[src/rtl/core/mtep_pkg.sv]
// Shared types and constants for the track-chunk event parser.
// Used by mtep_step and midi_track_event_parser; no dependencies.
package mtep_pkg;

  localparam int LENGTH_BITS = 28;

  typedef logic [LENGTH_BITS-1:0] len_t;

  // Parse phases
  typedef enum logic [2:0] {
    PH_HEADER  = 3'd0,
    PH_DELTA   = 3'd1,
    PH_STATUS  = 3'd2,
    PH_DATA1   = 3'd3,
    PH_DATA2   = 3'd4,
    PH_MTYPE   = 3'd5,
    PH_LEN     = 3'd6,
    PH_PAYLOAD = 3'd7
  } phase_t;

  // Result kinds
  localparam logic [3:0] K_NOTEOFF = 4'd0;
  localparam logic [3:0] K_PROGRAM = 4'd4;
  localparam logic [3:0] K_CHPRESS = 4'd5;
  localparam logic [3:0] K_PITCH   = 4'd6;
  localparam logic [3:0] K_META    = 4'd7;
  localparam logic [3:0] K_SYSEX   = 4'd8;
  localparam logic [3:0] K_PAYLOAD = 4'd9;
  localparam logic [3:0] K_NONE    = 4'd15;

  localparam logic [7:0] ST_SYSEX    = 8'hF0;
  localparam logic [7:0] ST_SYSEX_CT = 8'hF7;
  localparam logic [7:0] ST_META     = 8'hFF;
  localparam logic [7:0] META_EOT    = 8'h2F;
  localparam logic [7:0] ST_CHAN_LO  = 8'h80;
  localparam logic [7:0] ST_CHAN_HI  = 8'hEF;

  typedef struct packed {
    phase_t      phase;
    logic [2:0]  hdr_pos;
    logic        hdr_ok;
    len_t        delta;
    logic [3:0]  run_kind;
    logic [3:0]  run_chan;
    logic [7:0]  held;
    len_t        len_acc;
    len_t        remaining;
    logic        end_pending;
  } parse_state_t;

  typedef struct packed {
    logic [3:0]  kind;
    len_t        delta_time;
    logic [3:0]  channel;
    logic [7:0]  first_value;
    logic [13:0] second_value;
    len_t        payload_length;
    logic        payload_last;
    logic        track_ended;
  } result_t;

  // Chunk id "MTrk", one byte per header position
  function automatic logic [7:0] mtrk_byte(input logic [1:0] pos);
    case (pos)
      2'd0:    mtrk_byte = 8'h4D;
      2'd1:    mtrk_byte = 8'h54;
      2'd2:    mtrk_byte = 8'h72;
      default: mtrk_byte = 8'h6B;
    endcase
  endfunction

  // Variable-length quantity step with saturation
  function automatic len_t vlq_add(input len_t acc, input logic [7:0] b);
    if (acc[LENGTH_BITS-1:LENGTH_BITS-7] != 7'd0) begin
      vlq_add = '1;
    end else begin
      vlq_add = {acc[LENGTH_BITS-8:0], b[6:0]};
    end
  endfunction

endpackage

[src/rtl/core/mtep_step.sv]
// Next-state and result logic for one stream byte of the track parser.
// Purely combinational; depends on mtep_pkg.
module mtep_step import mtep_pkg::*; (
  input  parse_state_t st,
  input  logic [7:0]   byte_value,
  output parse_state_t nx,
  output logic         res_valid,
  output result_t      res
);

  logic do_first;
  logic do_len;
  logic len_from_zero;
  len_t len_new;
  logic is_meta;
  logic eot;
  logic pay_last;

  assign is_meta  = (st.run_kind == K_META);
  assign eot      = is_meta && (st.held == META_EOT);
  assign pay_last = (st.remaining <= len_t'(1));

  always_comb begin
    nx            = st;
    res_valid     = 1'b0;
    res           = '0;
    do_first      = 1'b0;
    do_len        = 1'b0;
    len_from_zero = 1'b0;

    case (st.phase)
      PH_HEADER: begin
        if (!st.hdr_pos[2] && byte_value != mtrk_byte(st.hdr_pos[1:0])) begin
          nx.hdr_ok = 1'b0;
        end
        if (st.hdr_pos == 3'd7) begin
          nx.hdr_pos = '0;
          nx.hdr_ok  = 1'b1;
          if (st.hdr_ok) begin
            nx.run_kind = K_NONE;
            nx.phase    = PH_DELTA;
            nx.delta    = '0;
          end
        end else begin
          nx.hdr_pos = st.hdr_pos + 3'd1;
        end
      end
      PH_DELTA: begin
        nx.delta = vlq_add(st.delta, byte_value);
        if (!byte_value[7]) nx.phase = PH_STATUS;
      end
      PH_STATUS: begin
        if (byte_value[7]) begin
          if (byte_value == ST_META) begin
            nx.run_kind = K_META;
            nx.phase    = PH_MTYPE;
          end else if (byte_value == ST_SYSEX || byte_value == ST_SYSEX_CT) begin
            nx.run_kind = K_SYSEX;
            nx.len_acc  = '0;
            nx.phase    = PH_LEN;
          end else if (byte_value inside {[ST_CHAN_LO:ST_CHAN_HI]}) begin
            nx.run_kind = {1'b0, byte_value[6:4]};
            nx.run_chan = byte_value[3:0];
            nx.phase    = PH_DATA1;
          end else begin
            // undefined system status: drop the event
            nx.phase = PH_DELTA;
            nx.delta = '0;
          end
        end else if (st.run_kind == K_NONE) begin
          nx.phase = PH_DELTA;
          nx.delta = '0;
        end else if (st.run_kind == K_META) begin
          nx.held    = byte_value;
          nx.len_acc = '0;
          nx.phase   = PH_LEN;
        end else if (st.run_kind == K_SYSEX) begin
          // running sysex: this byte is the whole length
          do_len        = 1'b1;
          len_from_zero = 1'b1;
        end else begin
          do_first = 1'b1;
        end
      end
      PH_DATA1: do_first = 1'b1;
      PH_DATA2: begin
        res_valid        = 1'b1;
        res.kind         = st.run_kind;
        res.delta_time   = st.delta;
        res.channel      = st.run_chan;
        res.first_value  = st.held;
        res.second_value = (st.run_kind == K_PITCH) ? {byte_value[6:0], st.held[6:0]}
                                                    : {6'd0, byte_value};
        nx.phase = PH_DELTA;
        nx.delta = '0;
      end
      PH_MTYPE: begin
        nx.held    = byte_value;
        nx.len_acc = '0;
        nx.phase   = PH_LEN;
      end
      PH_LEN: do_len = 1'b1;
      PH_PAYLOAD: begin
        res_valid        = 1'b1;
        res.kind         = K_PAYLOAD;
        res.first_value  = byte_value;
        res.payload_last = pay_last;
        res.track_ended  = pay_last && st.end_pending;
        if (pay_last) begin
          nx.remaining = '0;
          if (st.end_pending) begin
            nx.end_pending = 1'b0;
            nx.phase       = PH_HEADER;
            nx.hdr_pos     = '0;
            nx.hdr_ok      = 1'b1;
          end else begin
            nx.phase = PH_DELTA;
            nx.delta = '0;
          end
        end else begin
          nx.remaining = st.remaining - len_t'(1);
        end
      end
      default: begin
        nx.phase   = PH_HEADER;
        nx.hdr_pos = '0;
        nx.hdr_ok  = 1'b1;
      end
    endcase

    if (do_first) begin
      if (st.run_kind inside {K_PROGRAM, K_CHPRESS}) begin
        res_valid       = 1'b1;
        res.kind        = st.run_kind;
        res.delta_time  = st.delta;
        res.channel     = st.run_chan;
        res.first_value = byte_value;
        nx.phase        = PH_DELTA;
        nx.delta        = '0;
      end else begin
        nx.held  = byte_value;
        nx.phase = PH_DATA2;
      end
    end

    len_new = vlq_add(len_from_zero ? '0 : st.len_acc, byte_value);

    if (do_len) begin
      nx.len_acc = len_new;
      if (!byte_value[7]) begin
        res_valid       = 1'b1;
        res.kind        = is_meta ? K_META : K_SYSEX;
        res.delta_time  = st.delta;
        res.first_value = is_meta ? st.held : 8'd0;
        if (len_new == '0) begin
          res.track_ended = eot;
          if (eot) begin
            nx.phase   = PH_HEADER;
            nx.hdr_pos = '0;
            nx.hdr_ok  = 1'b1;
          end else begin
            nx.phase = PH_DELTA;
            nx.delta = '0;
          end
        end else begin
          res.payload_length = len_new;
          nx.remaining       = len_new;
          nx.end_pending     = eot;
          nx.phase           = PH_PAYLOAD;
        end
      end
    end
  end

endmodule

[src/rtl/core/midi_track_event_parser.sv]
// Track-chunk event parser: one stream byte in per beat, at most one event
// or payload-byte result out. A result appears on out_* in the cycle after
// the byte that completes it is accepted. Throughput: one byte per cycle
// while in_stall is low, set by the single parse-state register and the result register.
// Synchronous active-low reset returns to chunk-header search.
// Depends on mtep_pkg and mtep_step.
module midi_track_event_parser import mtep_pkg::*; (
  input  logic        clk,
  input  logic        rst_n,
  input  logic        in_valid,
  output logic        in_stall,
  input  logic [7:0]  in_byte_value,
  output logic        out_valid,
  input  logic        out_stall,
  output logic [3:0]  out_kind,
  output logic [27:0] out_delta_time,
  output logic [3:0]  out_channel,
  output logic [7:0]  out_first_value,
  output logic [13:0] out_second_value,
  output logic [27:0] out_payload_length,
  output logic        out_payload_last,
  output logic        out_track_ended
);

  parse_state_t st_r, st_nxt;
  result_t      res_r, res_nxt;
  logic         out_valid_r;
  logic         res_valid;
  logic         in_take;

  // hold off input only while a result beat sits unconsumed
  assign in_stall = out_valid_r && out_stall;
  assign in_take  = in_valid && !in_stall;

  mtep_step u_step (
    .st         (st_r),
    .byte_value (in_byte_value),
    .nx         (st_nxt),
    .res_valid  (res_valid),
    .res        (res_nxt)
  );

  always_ff @(posedge clk) begin
    if (!rst_n) begin
      st_r.phase       <= PH_HEADER;
      st_r.hdr_pos     <= '0;
      st_r.hdr_ok      <= 1'b1;
      st_r.delta       <= '0;
      st_r.run_kind    <= K_NONE;
      st_r.run_chan    <= '0;
      st_r.held        <= '0;
      st_r.len_acc     <= '0;
      st_r.remaining   <= '0;
      st_r.end_pending <= 1'b0;
      out_valid_r      <= 1'b0;
    end else begin
      if (in_take) st_r <= st_nxt;
      if (!in_stall) out_valid_r <= in_take && res_valid;
    end
  end

  always_ff @(posedge clk) begin
    if (in_take && res_valid) res_r <= res_nxt;
  end

  assign out_valid          = out_valid_r;
  assign out_kind           = res_r.kind;
  assign out_delta_time     = res_r.delta_time;
  assign out_channel        = res_r.channel;
  assign out_first_value    = res_r.first_value;
  assign out_second_value   = res_r.second_value;
  assign out_payload_length = res_r.payload_length;
  assign out_payload_last   = res_r.payload_last;
  assign out_track_ended    = res_r.track_ended;

endmodule

[config.mk]
export PLATFORM = sky130hd
export DESIGN_NAME = midi_track_event_parser
export DESIGN_NICKNAME = d
export VERILOG_FILES = /design/src/rtl/core/mtep_pkg.sv /design/src/rtl/core/mtep_step.sv /design/src/rtl/core/midi_track_event_parser.sv
export SDC_FILE = /design/constraint.sdc
export NUM_CORES = 1
export LEC_CHECK = 0
export ABC_CLOCK_PERIOD_IN_PS = 9300
export BUFFER_PORTS_ARGS = -buffer_cell sky130_fd_sc_hd__buf_2
export CAP_MARGIN = 20
export CORE_ASPECT_RATIO = 0.7
export CORE_MARGIN = 5
export CORE_UTILIZATION = 50
export DETAILED_ROUTE_END_ITERATION = 6
export HOLD_SLACK_MARGIN = 0.12
export PLACE_DENSITY_LB_ADDON = 0.2
export SLEW_MARGIN = 25
export SYNTH_ARGS = -nofsm -noshare
export SYNTH_HDL_FRONTEND = slang
export SYNTH_SLANG_ARGS = --single-unit
[constraint.sdc]
create_clock -name clk -period 9.3 [get_ports clk]
set_input_delay 2.79 -clock clk [delete_from_list [all_inputs] [get_ports clk]]
set_output_delay 2.79 -clock clk [all_outputs]
set_load 0.02 [all_outputs]
# Word-level counts from Yosys, hierarchy flattened
# Index checks and enable logic that the tools add are counted.
[totals] in_bits=12 register_bits=197 output_inout_bits=90 word_cells=176
[op_classes] reduce_logical=24 bitwise_logic=3 addsub=2 eq_ne=29 magnitude_cmp=3 mux=95
[op_table] operator="2-to-1 mux 28 bit" count=16
[op_table] operator="2-to-1 mux 32 bit" count=5
[op_table] operator="case mux 28 bit (5 select lines)" count=1
[op_table] operator="2-to-1 mux 35 bit" count=3
[op_table] operator="2-to-1 mux 44 bit" count=2
[op_table] operator="2-to-1 mux 29 bit" count=3
[op_table] operator="2-to-1 mux 8 bit" count=10
[op_table] operator="2-to-1 mux 36 bit" count=2
[op_table] operator="case mux 36 bit (2 select lines)" count=1
[op_table] operator="2-to-1 mux 57 bit" count=1
[op_table] operator="2-to-1 mux 3 bit" count=12
[op_table] operator="2-to-1 mux 33 bit" count=1
[op_table] operator="<= comparator 28 x 1 -> 1 bit (second input constant)" count=1
[op_table] operator="zero test 28 bit" count=1
[op_table] operator="2-to-1 mux 4 bit" count=7
[op_table] operator="subtractor 28 x 1 -> 28 bit (second input constant)" count=1
[op_table] operator="== test 8 bit (second input constant)" count=3
[op_table] operator="case mux 4 bit (2 select lines)" count=3
[op_table] operator="2-to-1 mux 1 bit" count=22
[op_table] operator="case mux 3 bit (6 select lines)" count=1
[op_table] operator="case mux 6 bit (3 select lines)" count=1
[op_table] operator="AND reduction 6 bit" count=3
[op_table] operator="== test 4 x 3 -> 1 bit (second input constant)" count=4
[op_table] operator="case mux 8 bit (2 select lines)" count=1
[op_table] operator="30 further kinds" count=51

# Longest topological paths before layout
# Gate-level depths: netlist of the first run.
[depth] word_depth=14 mapped_depth=10 mapped_depth_nobuf=8

# Hierarchy
# Synthesis of the first run repeated with hierarchy kept, for this count alone.
[unflattened] cells_unflattened=1172 hier_area_um2=10727.8
[by_module_without_submodules] module="midi_track_event_parser" area_each_um2=6998.0 instances=1 cells_per_inst=563
[by_module_without_submodules] module="mtep_step" area_each_um2=3729.8 instances=1 cells_per_inst=609

# Worst setup path before layout of the first run
# Ideal clock, no wire load.
[synth_path] kind="in2reg" from="input in_byte_value[7]" to="register res_r (netlist bit out_channel[0]), enable pin" t_arrival_ns=7.254 path_stages=5 slack_ns=1.510 n_path_buf=0 cell_sequence="inv_1 > a31oi_1 > nor3b_1 > a311oi_1 > nor2_1"
[synth_between] elab_chain_len=6
[synth_rtl] item="start: declaration" line="midi_track_event_parser.sv:12" rtl="input logic [7:0] in_byte_value,"
[synth_rtl] item="2-to-1 mux 1 bit" line="mtep_step.sv:53" rtl="if (byte_value[7]) begin"
[synth_rtl] item="case mux 1 bit (2 select lines)" line="mtep_step.sv:31" rtl="case (st.phase)"
[synth_rtl] item="2-to-1 mux 1 bit" line="mtep_step.sv:131" rtl="if (do_first) begin"
[synth_rtl] item="2-to-1 mux 1 bit" line="mtep_step.sv:150" rtl="if (!byte_value[7]) begin"
[synth_rtl] item="2-to-1 mux 1 bit *" line="mtep_step.sv:148" rtl="if (do_len) begin"
[synth_rtl] item="logical AND 1 bit *" line="midi_track_event_parser.sv:63" rtl="if (in_take && res_valid) res_r <= res_nxt;"
[synth_rtl] item="end signal: assignment" line="midi_track_event_parser.sv:63"
[synth_rtl] item="end: declaration" line="midi_track_event_parser.sv:26" rtl="result_t res_r, res_nxt;"
# Mark *: on every way between the ends. The rest lies on a longest branch, timed or not.
# A chain may end at the register's enable or synchronous reset.

# Worst setup path after layout of the first run
[layout_path] from="input out_stall" to="output in_stall"
[layout_between] elab_chain_len=1
[layout_rtl] item="start: declaration" line="midi_track_event_parser.sv:14" rtl="input logic out_stall,"
[layout_rtl] item="logical AND 1 bit" line="midi_track_event_parser.sv:32" rtl="assign in_stall = out_valid_r && out_stall;"
[layout_rtl] item="end: declaration" line="midi_track_event_parser.sv:11" rtl="output logic in_stall,"
# No other way between the ends.

==> results of run 1 <==
cell type report:
class / instances / area [um^2] / area share (%)
sequential: 197 / 4820 / 45.9
multi-input combinational: 673 / 4010 / 38.2
timing repair buffer: 111 / 604 / 5.75
clock buffer: 18 / 450 / 4.29
tap: 236 / 295 / 2.81
clock inverter: 14 / 171 / 1.63
inverter: 39 / 146 / 1.39
cell usage in the layout, fill, tap and decap left out, drive strengths merged, types with 4 or more instances in the layout:
cell,synthesis,final
nor2,114,114
buf,15,111
dfxtp,109,109
o21ai,101,101
nand2,95,95
edfxtp,88,88
inv,39,46
a31oi,44,44
a21oi,35,35
a21o,31,31
nor3,30,30
nor4,24,24
clkbuf,48,18
nand3,17,17
and3,13,13
o31a,12,12
mux2i,11,11
nand2b,10,10
a22oi,10,10
nor2b,8,8
or3,8,8
ha,8,8
o211ai,7,7
o31ai,7,7
nand4,7,7
o22ai,7,7
clkinv,0,7
a211oi,6,6
nand4b,5,5
or4,4,4
nand3b,4,4
o41ai,4,4
o32a,4,4
routing by layer:
metal  vias up  global-route usage [%]  share of wire, %
li1       3725                       -                 -
met1      3731                    38.2                49
met2       384                    30.4                39
met3        22                    6.41                11
met4         0                    5.01              0.94
met5         -                       0                 0
per-stage QoR:
stage                     area, um^2  instances  hold WS (ps)  worst slack (ps)  total power [W]
final                          10500       1288           452              3320          0.00185
after global routing           10500       1288           500              3280          0.00192
after CTS                      10500       1287           459              3310          0.00186
after detailed placement        9870       1255           439              3320          0.00111
after global placement          9830       1254           430              3310          0.00111
after floorplan                 9220        972           416              1510          0.00106
cells by family (layout without fill, tap and decap cells):
| group | count (synthesis) | count (layout) | synth area share, % |
|---|---|---|---|
| AOI/OAI and AO/OA | 299 | 299 | 21.1 |
| xor gates and xnor gates | 1 | 1 | 0.0951 |
| adders and majority gates | 8 | 8 | 1.09 |
| buffers and inverters | 102 | 182 | 4.51 |
| DFF | 197 | 197 | 52.4 |
| muxes | 12 | 12 | 1.32 |
| and+or+nand+nor | 353 | 353 | 19.5 |
registers in the layout (all words and copies together) (netlist names):
name	cells
out_channel	4
out_delta_time	28
out_first_value	8
out_kind	4
out_payload_last	1
out_payload_length	28
out_second_value	14
out_track_ended	1
out_valid	1
st_r	108
power groups by stage:
stage	Sequential (W)	Combinational (W)	Clock, W
after floorplan	0.000964	0.0000962	0
after global placement	0.000954	0.000153	0
after detailed placement	0.000954	0.000155	0
after CTS	0.000934	0.000156	0.000771
after global routing	0.000937	0.000171	0.000810
final	0.000935	0.000157	0.000763
worst register-to-register path: stages (launching register included):
cell      delay (ps)
dfxtp_1          740
inv_1            310
a211oi_1         700
a311oi_1         260
nor2_4           400
buf_4            790
how the worst max path moves through the flow:
| stage | to | slack [ps] | start |
|---|---|---|---|
| floorplan | out_channel[0]$_DFFE_PP_ | 1510 | in_byte_value[7] |
| global placement | in_stall | 3310 | out_stall |
| detailed placement | in_stall | 3320 | out_stall |
| CTS | in_stall | 3310 | out_stall |
| global route | in_stall | 3280 | out_stall |
| finish | in_stall | 3320 | out_stall |
==> summary.txt, run 1 <==
status = complete, no violations
reg-to-reg endpoint = out_kind[3]$_DFFE_PP_
Yosys cell types = 74
clock buffer depth = 2
CP Capture Type = output pin
crit path max fanout = 4
register-to-register setup slack = 5630 ps
via count = 7862
WP buf/inv = 3
first-pass GRT wire length = 39000 um
Final Slew Violations = 0
grt total ovfl = 0
Hold WC Path Type = register to register
cell depth of the worst setup path = 4
Crit path top cell by count = buf_2
Flop pwr share = 50.4%
Total GRT Usage = 23.4%
Worst Path Arrival = 3190 ps
Fin. Hold Viols = 0
vias in the first global route = 6905
EDFF count, synth = 88
total number of H-tree levels = 4
Reg-to-Reg Start = st_r[107]$_SDFFE_PN0P_
Final ANT Viol Nets = 0
I/O Buffers = 101
total negative slack = 0 ps
Critical Path Max Stage Delay = 150 ps
most numerous cell in the Yosys netlist = nor2_1
CTS buffer count = 17
RSZ-0062 raised after global routing = no
die height = 124 um
routed wire length = 25200 um
net load switching power = 0.000513 W
worst r2r path cells = 5
Initial Util = 51.0%
combinational share of power = 8.5%
Tightest Pin Transition = 1040 ps
peak supply drop = 0.103 mV
post-synth top area share = 28.7%
Post-Synthesis Cells = 972
post-synthesis async set-or-reset flop share = 0%
routed len/inst = 19.6 um
Core ar. = 18100 um^2
HP Start = st_r[53]$_SDFFE_PN0P_
DRT Pass-1 Iters = 5
post-synth design cell area = 9220 um^2
switching share of power = 27.6%
CP Launch Type = input pin
Required @ worst endpoint = 6510 ps
CP top delay family = buffers and inverters
CTS sink cnt = 197
Yosys Warn Count = 0
Synthesized Nets = 992
dpl hpwl = 16900 um
Root Driver = clkbuf_16
layout cells sized above 1 = 16.4%
Yosys reg bits = 197
Synth Flop Type = dfxtp_1
Leakage = 3.78 nW
Final Util = 58.2%
share of total power in the clock network = 41.1%
Post-CTS Setup Repair Bufs = 0
post-layout min period = 5980 ps
fill count = 1586
pwr dens = 177 nW/um^2
top post-synthesis cells by area = edfxtp_1 (29%), dfxtp_1 (24%), o21ai_0 (5.2%)
largest net degree at the start of global routing = 78
Final Skew = 9.95 ps
Hold EP = st_r[53]$_SDFFE_PN0P_
I/O pins = 102
Final #Nets = 1059
Clock Latency Late Sink = 440 ps
gpl congestion = 0.928
Mapped Avg Cell Area = 9.48 um^2
post-synthesis sequential area ratio = 52.4%
Die Wd = 172 um
die area = 21300 um^2
Final Setup Violations = 0
Initial DRC Count = 1151
MaxCap Viol Count = 0
crit share post-route = 64.3%
critical path class = input pin to output pin
Synth top cells by count = nor2_1 (112), dfxtp_1 (109), o21ai_0 (96), nand2_1 (94), edfxtp_1 (88)
hold path cells = 2
residual DRC count = 0
Slew HR = 30.5%
slowest cell on the critical path = buf_2
Vias/cell = 6.10
Area growth, synth to finish = 14.0%
Diodes inserted = 0
Fmax = 0.167 GHz
Clock Pin Slew Worst Setup and Hold Paths = 80 ps
Rows = 41
critical path cell sequence = buf_2, nand2_1, inv_1, buf_2
largest area contributor in the netlist = edfxtp_1
TritonCTS clock tree = built
antenna violations before repair = 0
Internal = 0.00134 W
CTS Hold Bufs = 0
CTS resizes = 0
Power figures use the tool's default switching activity.
==> run 2, diff against run 1 <==
--- a/config.mk
+++ b/config.mk
@@ -5,7 +5,7 @@
 export SDC_FILE = /design/constraint.sdc
 export NUM_CORES = 1
 export LEC_CHECK = 0
-export ABC_CLOCK_PERIOD_IN_PS = 9300
+export ABC_CLOCK_PERIOD_IN_PS = 5250
 export BUFFER_PORTS_ARGS = -buffer_cell sky130_fd_sc_hd__buf_2
 export CAP_MARGIN = 20
 export CORE_ASPECT_RATIO = 0.7
==> constraint.sdc (replaced) <==
create_clock -name clk -period 5.25 [get_ports clk]
set_input_delay 1.575 -clock clk [delete_from_list [all_inputs] [get_ports clk]]
set_output_delay 1.575 -clock clk [all_outputs]
set_load 0.02 [all_outputs]
==> summary.txt, run 2 (same netlist as run 1, synthesis figures left out) <==
Final Util = 58.6% (+0.43 points)
layout cells sized above 1 = 17.0% (+0.55 points)
register-to-register setup slack = 2150 ps (-3480 ps)
combinational share of power = 8.6% (about the same)
residual DRC count = 0 (unchanged)
Final Skew = 12.3 ps (+2.31 ps)
I/O Buffers = 101 (unchanged)
CP Capture Type = register
TritonCTS clock tree = built
CTS Hold Bufs = 0 (unchanged)
Total GRT Usage = 24.3% (+0.89 points)
Critical Path Max Stage Delay = 630 ps (+480 ps)
slowest cell on the critical path = or4_1
CP top delay family = simple AND/OR/NAND/NOR gates
RSZ-0062 raised after global routing = no
Final Cell Area = 10600 um^2 (+0.74%)
Die Wd = 172 um (unchanged)
Area growth, synth to finish = 14.9%
CTS sink cnt = 197 (unchanged)
Worst Path Arrival = 4030 ps (+840 ps)
Core ar. = 18100 um^2 (unchanged)
routed wire length = 25800 um (+2.4%)
share of total power in the clock network = 41.6% (+0.5 points)
Vias/cell = 6.12 (+0.22%)
total negative slack = 0 ps (unchanged)
status = complete, no violations
gpl congestion = 0.918 (-1.1%)
pre-CTS WS = 1100 ps (-2210 ps)
Final #Nets = 1066 (+0.66%)
commonest cells after routing, fill and taps aside = nor2_1 (110), dfxtp_1 (109), buf_2 (101)
Fmax = 0.271 GHz
vias in the first global route = 7049 (+2.1%)
Flop pwr share = 49.8% (-0.6 points)
peak supply drop = 0.174 mV (+70%)
Fin. Hold Viols = 0 (unchanged)
Rows = 41 (unchanged)
Internal = 0.00243 W (+81%)
Clock Pin Slew Worst Setup and Hold Paths = 80 ps (about the same)
Root Driver = clkbuf_16
most common cell after layout, fill and taps aside = nor2_1
net load switching power = 0.000894 W (+74%)
max reg flops = 108 (unchanged)
Diodes inserted = 0 (unchanged)
Final Setup Violations = 0 (unchanged)
pwr dens = 314 nW/um^2 (+78%)
CTS buffer count = 17 (unchanged)
crit path max fanout = 24 (+20)
antenna violations before repair = 0 (unchanged)
Final Slew Violations = 0 (unchanged)
first-pass GRT wire length = 40400 um (+3.4%)
non-filler cells, final = 1295 (+0.54%)
via count = 7922 (+0.76%)
Required @ worst endpoint = 5590 ps (-920 ps)
Reg with most FFs = st_r
grt total ovfl = 0 (unchanged)
area post-placement = 9920 um^2 (+0.51%)
die area = 21300 um^2 (unchanged)
die height = 124 um (unchanged)
Tightest Pin Transition = 1040 ps (-0.0159 ps)
routed len/inst = 19.9 um (+1.8%)
MaxCap Viol Count = 0 (unchanged)
Clock Latency Late Sink = 440 ps (about the same)
largest net degree at the start of global routing = 45 (-42%)
DRT Pass-1 Iters = 6 (+1)
Final ANT Viol Nets = 0 (unchanged)
Initial Util = 51.0% (unchanged)
final setup margin = 1560 ps (-1760 ps)
CP Launch Type = input pin
post-layout min period = 3690 ps
crit share post-route = 70.2%
Slew HR = 29.8% (-0.73 points)
Placed Cells = 1262 (+0.56%)
I/O pins = 102 (unchanged)
clock buffer depth = 2 (unchanged)
WP buf/inv = 2 (-1)
CTS resizes = 0 (unchanged)
Initial DRC Count = 1052 (-8.6%)
Post-CTS Setup Repair Bufs = 0 (unchanged)
total number of H-tree levels = 4 (unchanged)
dpl hpwl = 17600 um (+4.1%)
critical path cell sequence = buf_2, or4_1, nor4_4, nor2_8, nor2_4, buf_4, nor3_1, o31a_1
Hold WC Path Type = register to register
Leakage = 3.82 nW (+1.0%)
critical path class = input pin to register
switching share of power = 26.9% (-0.72 points)
==> run 2: final timing paths <==
path / start / cells after the start / endpoint
max: in_byte_value[0] / 8 / st_r[20]$_SDFFE_PN0P_
min reg2reg: st_r[56]$_SDFFE_PN0P_ / 2 / st_r[56]$_SDFFE_PN0P_
min: st_r[56]$_SDFFE_PN0P_ / 2 / st_r[56]$_SDFFE_PN0P_
max reg2reg: st_r[69]$_SDFFE_PN1P_ / 5 / out_first_value[7]$_DFFE_PP_
==> run 2: power groups by stage <==
stage	logic (W)	clock network [W]	registers [W]
floorplan	0.000171	0	0.00171
global placement	0.000277	0	0.00169
detailed placement	0.000279	0	0.00169
CTS	0.000280	0.00140	0.00165
global route	0.000308	0.00146	0.00166
finish	0.000285	0.00138	0.00165
==> run 2: layer usage <==
metal / GRT usage, % / share of wire (%) / vias to the layer above
met5: 0 / 0 / -
li1: - / - / 3737
met1: 39.2 / 48 / 3732
met3: 7.14 / 12 / 28
met2: 31.6 / 39 / 425
met4: 5.25 / 1.2 / 0
==> run 2: area by class of cell <==
type	instances	area [um^2]
Timing Repair Buffer	118	662
Clock buffer	18	450
Tap cell	236	295
Sequential cell	197	4820
Inverter	39	146
Fill cell	1594	7470
Clock inverter	14	199
Multi-Input combinational cell	673	4010
==> run 2: metrics by stage <==
step	power [W]	hold WS, ps
2_1_floorplan	0.00188	416
3_3_place_gp	0.00197	429
3_5_place_dp	0.00197	445
4_1_cts	0.00334	461
5_1_grt	0.00343	479
6_report	0.00332	458
==> run 2: worst reg2reg max path, delay by kind of cell (launching register included) <==
kind	cells	cell delay, ps
AND/OR/NAND/NOR	2	1160
flip-flops	1	400
buffers and inverters	1	290
AO/OA/AOI/OAI	2	900
==> run 3, diff against run 2 <==
--- a/config.mk
+++ b/config.mk
@@ -5,7 +5,7 @@
 export SDC_FILE = /design/constraint.sdc
 export NUM_CORES = 1
 export LEC_CHECK = 0
-export ABC_CLOCK_PERIOD_IN_PS = 5250
+export ABC_CLOCK_PERIOD_IN_PS = 3380
 export BUFFER_PORTS_ARGS = -buffer_cell sky130_fd_sc_hd__buf_2
 export CAP_MARGIN = 20
 export CORE_ASPECT_RATIO = 0.7
==> constraint.sdc (replaced) <==
create_clock -name clk -period 3.38 [get_ports clk]
set_input_delay 1.014 -clock clk [delete_from_list [all_inputs] [get_ports clk]]
set_output_delay 1.014 -clock clk [all_outputs]
set_load 0.02 [all_outputs]
==> summary.txt, run 3 (same netlist as run 1, synthesis figures left out) <==
area of the multi-input gates = 4030 um^2 (+0.62%)
Final #Nets = 1090 (+2.3%)
Leakage = 3.97 nW (+3.9%)
cell depth of the worst setup path = 7 (-1)
worst r2r path cells = 7 (+2)
antenna violations before repair = 0 (unchanged)
pwr dens = 479 nW/um^2 (+53%)
Crit path top cell by count = nor4_1
post-layout min period = 2790 ps
share of total power in the clock network = 41.1% (-0.5 points)
Core ar. = 18100 um^2 (unchanged)
Post-CTS Setup Repair Bufs = 0 (unchanged)
Rows = 41 (unchanged)
grt total ovfl = 0 (unchanged)
Flop pwr share = 49.5% (-0.3 points)
commonest cells after routing, fill and taps aside = nor2_1 (110), dfxtp_1 (109), buf_2 (101)
Required @ worst endpoint = 3710 ps (-1880 ps)
combinational share of power = 9.3% (+0.7 points)
CTS buffer count = 17 (unchanged)
largest net degree at the start of global routing = 51 (+13%)
die height = 124 um (unchanged)
CTS Hold Bufs = 0 (unchanged)
switching share of power = 27.2% (+0.23 points)
most common cell after layout, fill and taps aside = nor2_1
critical path cell sequence = nor4_1, nand2_2, nor4_4, buf_4, nand3b_1, nor4_1, o31a_1
Vias/cell = 6.06 (-0.87%)
gpl congestion = 0.966 (+5.2%)
Tightest Pin Transition = 857 ps (-185 ps)
max reg flops = 108 (unchanged)
Internal = 0.00378 W (+56%)
WP buf/inv = 1 (-1)
Initial DRC Count = 1063 (+1.0%)
MaxCap Viol Count = 0 (unchanged)
Reg-to-Reg Start = st_r[9]$_SDFFE_PN0P_
crit share post-route = 82.4%
vias in the first global route = 7176 (+1.8%)
Slew HR = 42.3% (+12 points)
routed len/inst = 19.6 um (-1.8%)
Final Slew Violations = 0 (unchanged)
CTS resizes = 0 (unchanged)
pre-CTS WS = 244 ps (-858 ps)
fill count = 1566 (-1.8%)
residual DRC count = 0 (unchanged)
CP endpoint = st_r[18]$_SDFFE_PN0P_
Clock Latency Late Sink = 450 ps (about the same)
slowest cell on the critical path = nor4_1
Worst Path Arrival = 3120 ps (-910 ps)
TritonCTS clock tree = built
peak supply drop = 0.357 mV (+100%)
dpl hpwl = 17800 um (+1.2%)
FF/Latch Area = 4820 um^2 (unchanged)
via count = 7999 (+0.97%)
reg-to-reg endpoint = st_r[18]$_SDFFE_PN0P_
status = complete, no violations
Initial Util = 51.0% (unchanged)
Die Wd = 172 um (unchanged)
I/O Buffers = 101 (unchanged)
Final Skew = 19.6 ps (+7.33 ps)
CTS sink cnt = 197 (unchanged)
first-pass GRT wire length = 40700 um (+0.84%)
CP Launch Type = register
routed wire length = 25800 um (about the same)
layout cells sized above 1 = 19.2% (+2.2 points)
CP top delay family = simple AND/OR/NAND/NOR gates
Hold WC Path Type = register to register
Total GRT Usage = 24.4% (+0.036 points)
I/O pins = 102 (unchanged)
net load switching power = 0.00141 W (+57%)
crit path from = st_r[9]$_SDFFE_PN0P_
Diodes inserted = 0 (unchanged)
Fmax = 0.359 GHz
hold path cells = 2 (unchanged)
DRT Pass-1 Iters = 5 (-1)
RSZ-0062 raised after global routing = no
total negative slack = 0 ps (unchanged)
Fin. Hold Viols = 0 (unchanged)
die area = 21300 um^2 (unchanged)
register-to-register setup slack = 590 ps (-1560 ps)
Area growth, synth to finish = 17.5%
total number of H-tree levels = 4 (unchanged)
Reg with most FFs = st_r
Final ANT Viol Nets = 0 (unchanged)
final setup margin = 595 ps (-969 ps)
clock buffer depth = 2 (unchanged)
Clock Pin Slew Worst Setup and Hold Paths = 80 ps (about the same)
crit path max fanout = 17 (-29%)
CP Capture Type = register
Critical Path Max Stage Delay = 750 ps (+120 ps)
Root Driver = clkbuf_16
critical path class = register to register
Final Setup Violations = 0 (unchanged)
## run 3: worst reg2reg max path: cells and delay by family, from the launching register on
| kind | cells | cell delay, ps |
|---|---|---|
| simple gates | 5 | 1700 |
| buf+inv | 1 | 310 |
| compound gates | 1 | 290 |
| flops | 1 | 380 |
## run 3: power by group through the flow
stage               combinational (W)  clock [W]  sequential [W]
floorplan                    0.000275          0         0.00265
global placement             0.000472          0         0.00262
detailed placement           0.000474          0         0.00262
CTS                          0.000476    0.00215         0.00257
global route                 0.000520    0.00225         0.00257
finish                       0.000483    0.00213         0.00257
## run 3: layout make-up
type | instances | share of cell area, %
timing repair buffer | 142 | 8.21
tap | 236 | 2.73
inverter | 39 | 1.35
clock inverter | 14 | 1.86
sequential | 197 | 44.6
multi-input combinational | 673 | 37.2
clock buffer | 18 | 4.06
## run 3: worst min-delay path by stage
| stage | startpoint | to | slack [ps] |
|---|---|---|---|
| after floorplan | st_r[56]$_SDFFE_PN0P_ | st_r[56]$_SDFFE_PN0P_ | 420 |
| after global placement | st_r[53]$_SDFFE_PN0P_ | st_r[53]$_SDFFE_PN0P_ | 430 |
| after detailed placement | st_r[53]$_SDFFE_PN0P_ | st_r[53]$_SDFFE_PN0P_ | 440 |
| after CTS | st_r[53]$_SDFFE_PN0P_ | st_r[53]$_SDFFE_PN0P_ | 460 |
| after global routing | st_r[53]$_SDFFE_PN0P_ | st_r[53]$_SDFFE_PN0P_ | 480 |
| final | st_r[53]$_SDFFE_PN0P_ | st_r[53]$_SDFFE_PN0P_ | 460 |
## run 3: metrics by stage
stage	area (um^2)	util (%)	total power (W)	hold slack (ps)	cells
final	10800	60.0	0.00518	455	1319
after global routing	10800	60.0	0.00534	484	1319
after CTS	10800	60.0	0.00520	459	1319
after detailed placement	10200	56.4	0.00309	439	1287
after global placement	10200	56.4	0.00309	434	1287
after floorplan	9260	-	0.00292	416	972
## run 3: routing by layer
layer / vias up / share of wire [%] / track usage (%)
met3: 24 / 11 / 5.96
met1: 3779 / 48 / 39.1
met5: - / 0 / 0
met4: 0 / 0.80 / 5.74
li1: 3777 / - / -
met2: 419 / 40 / 32.6
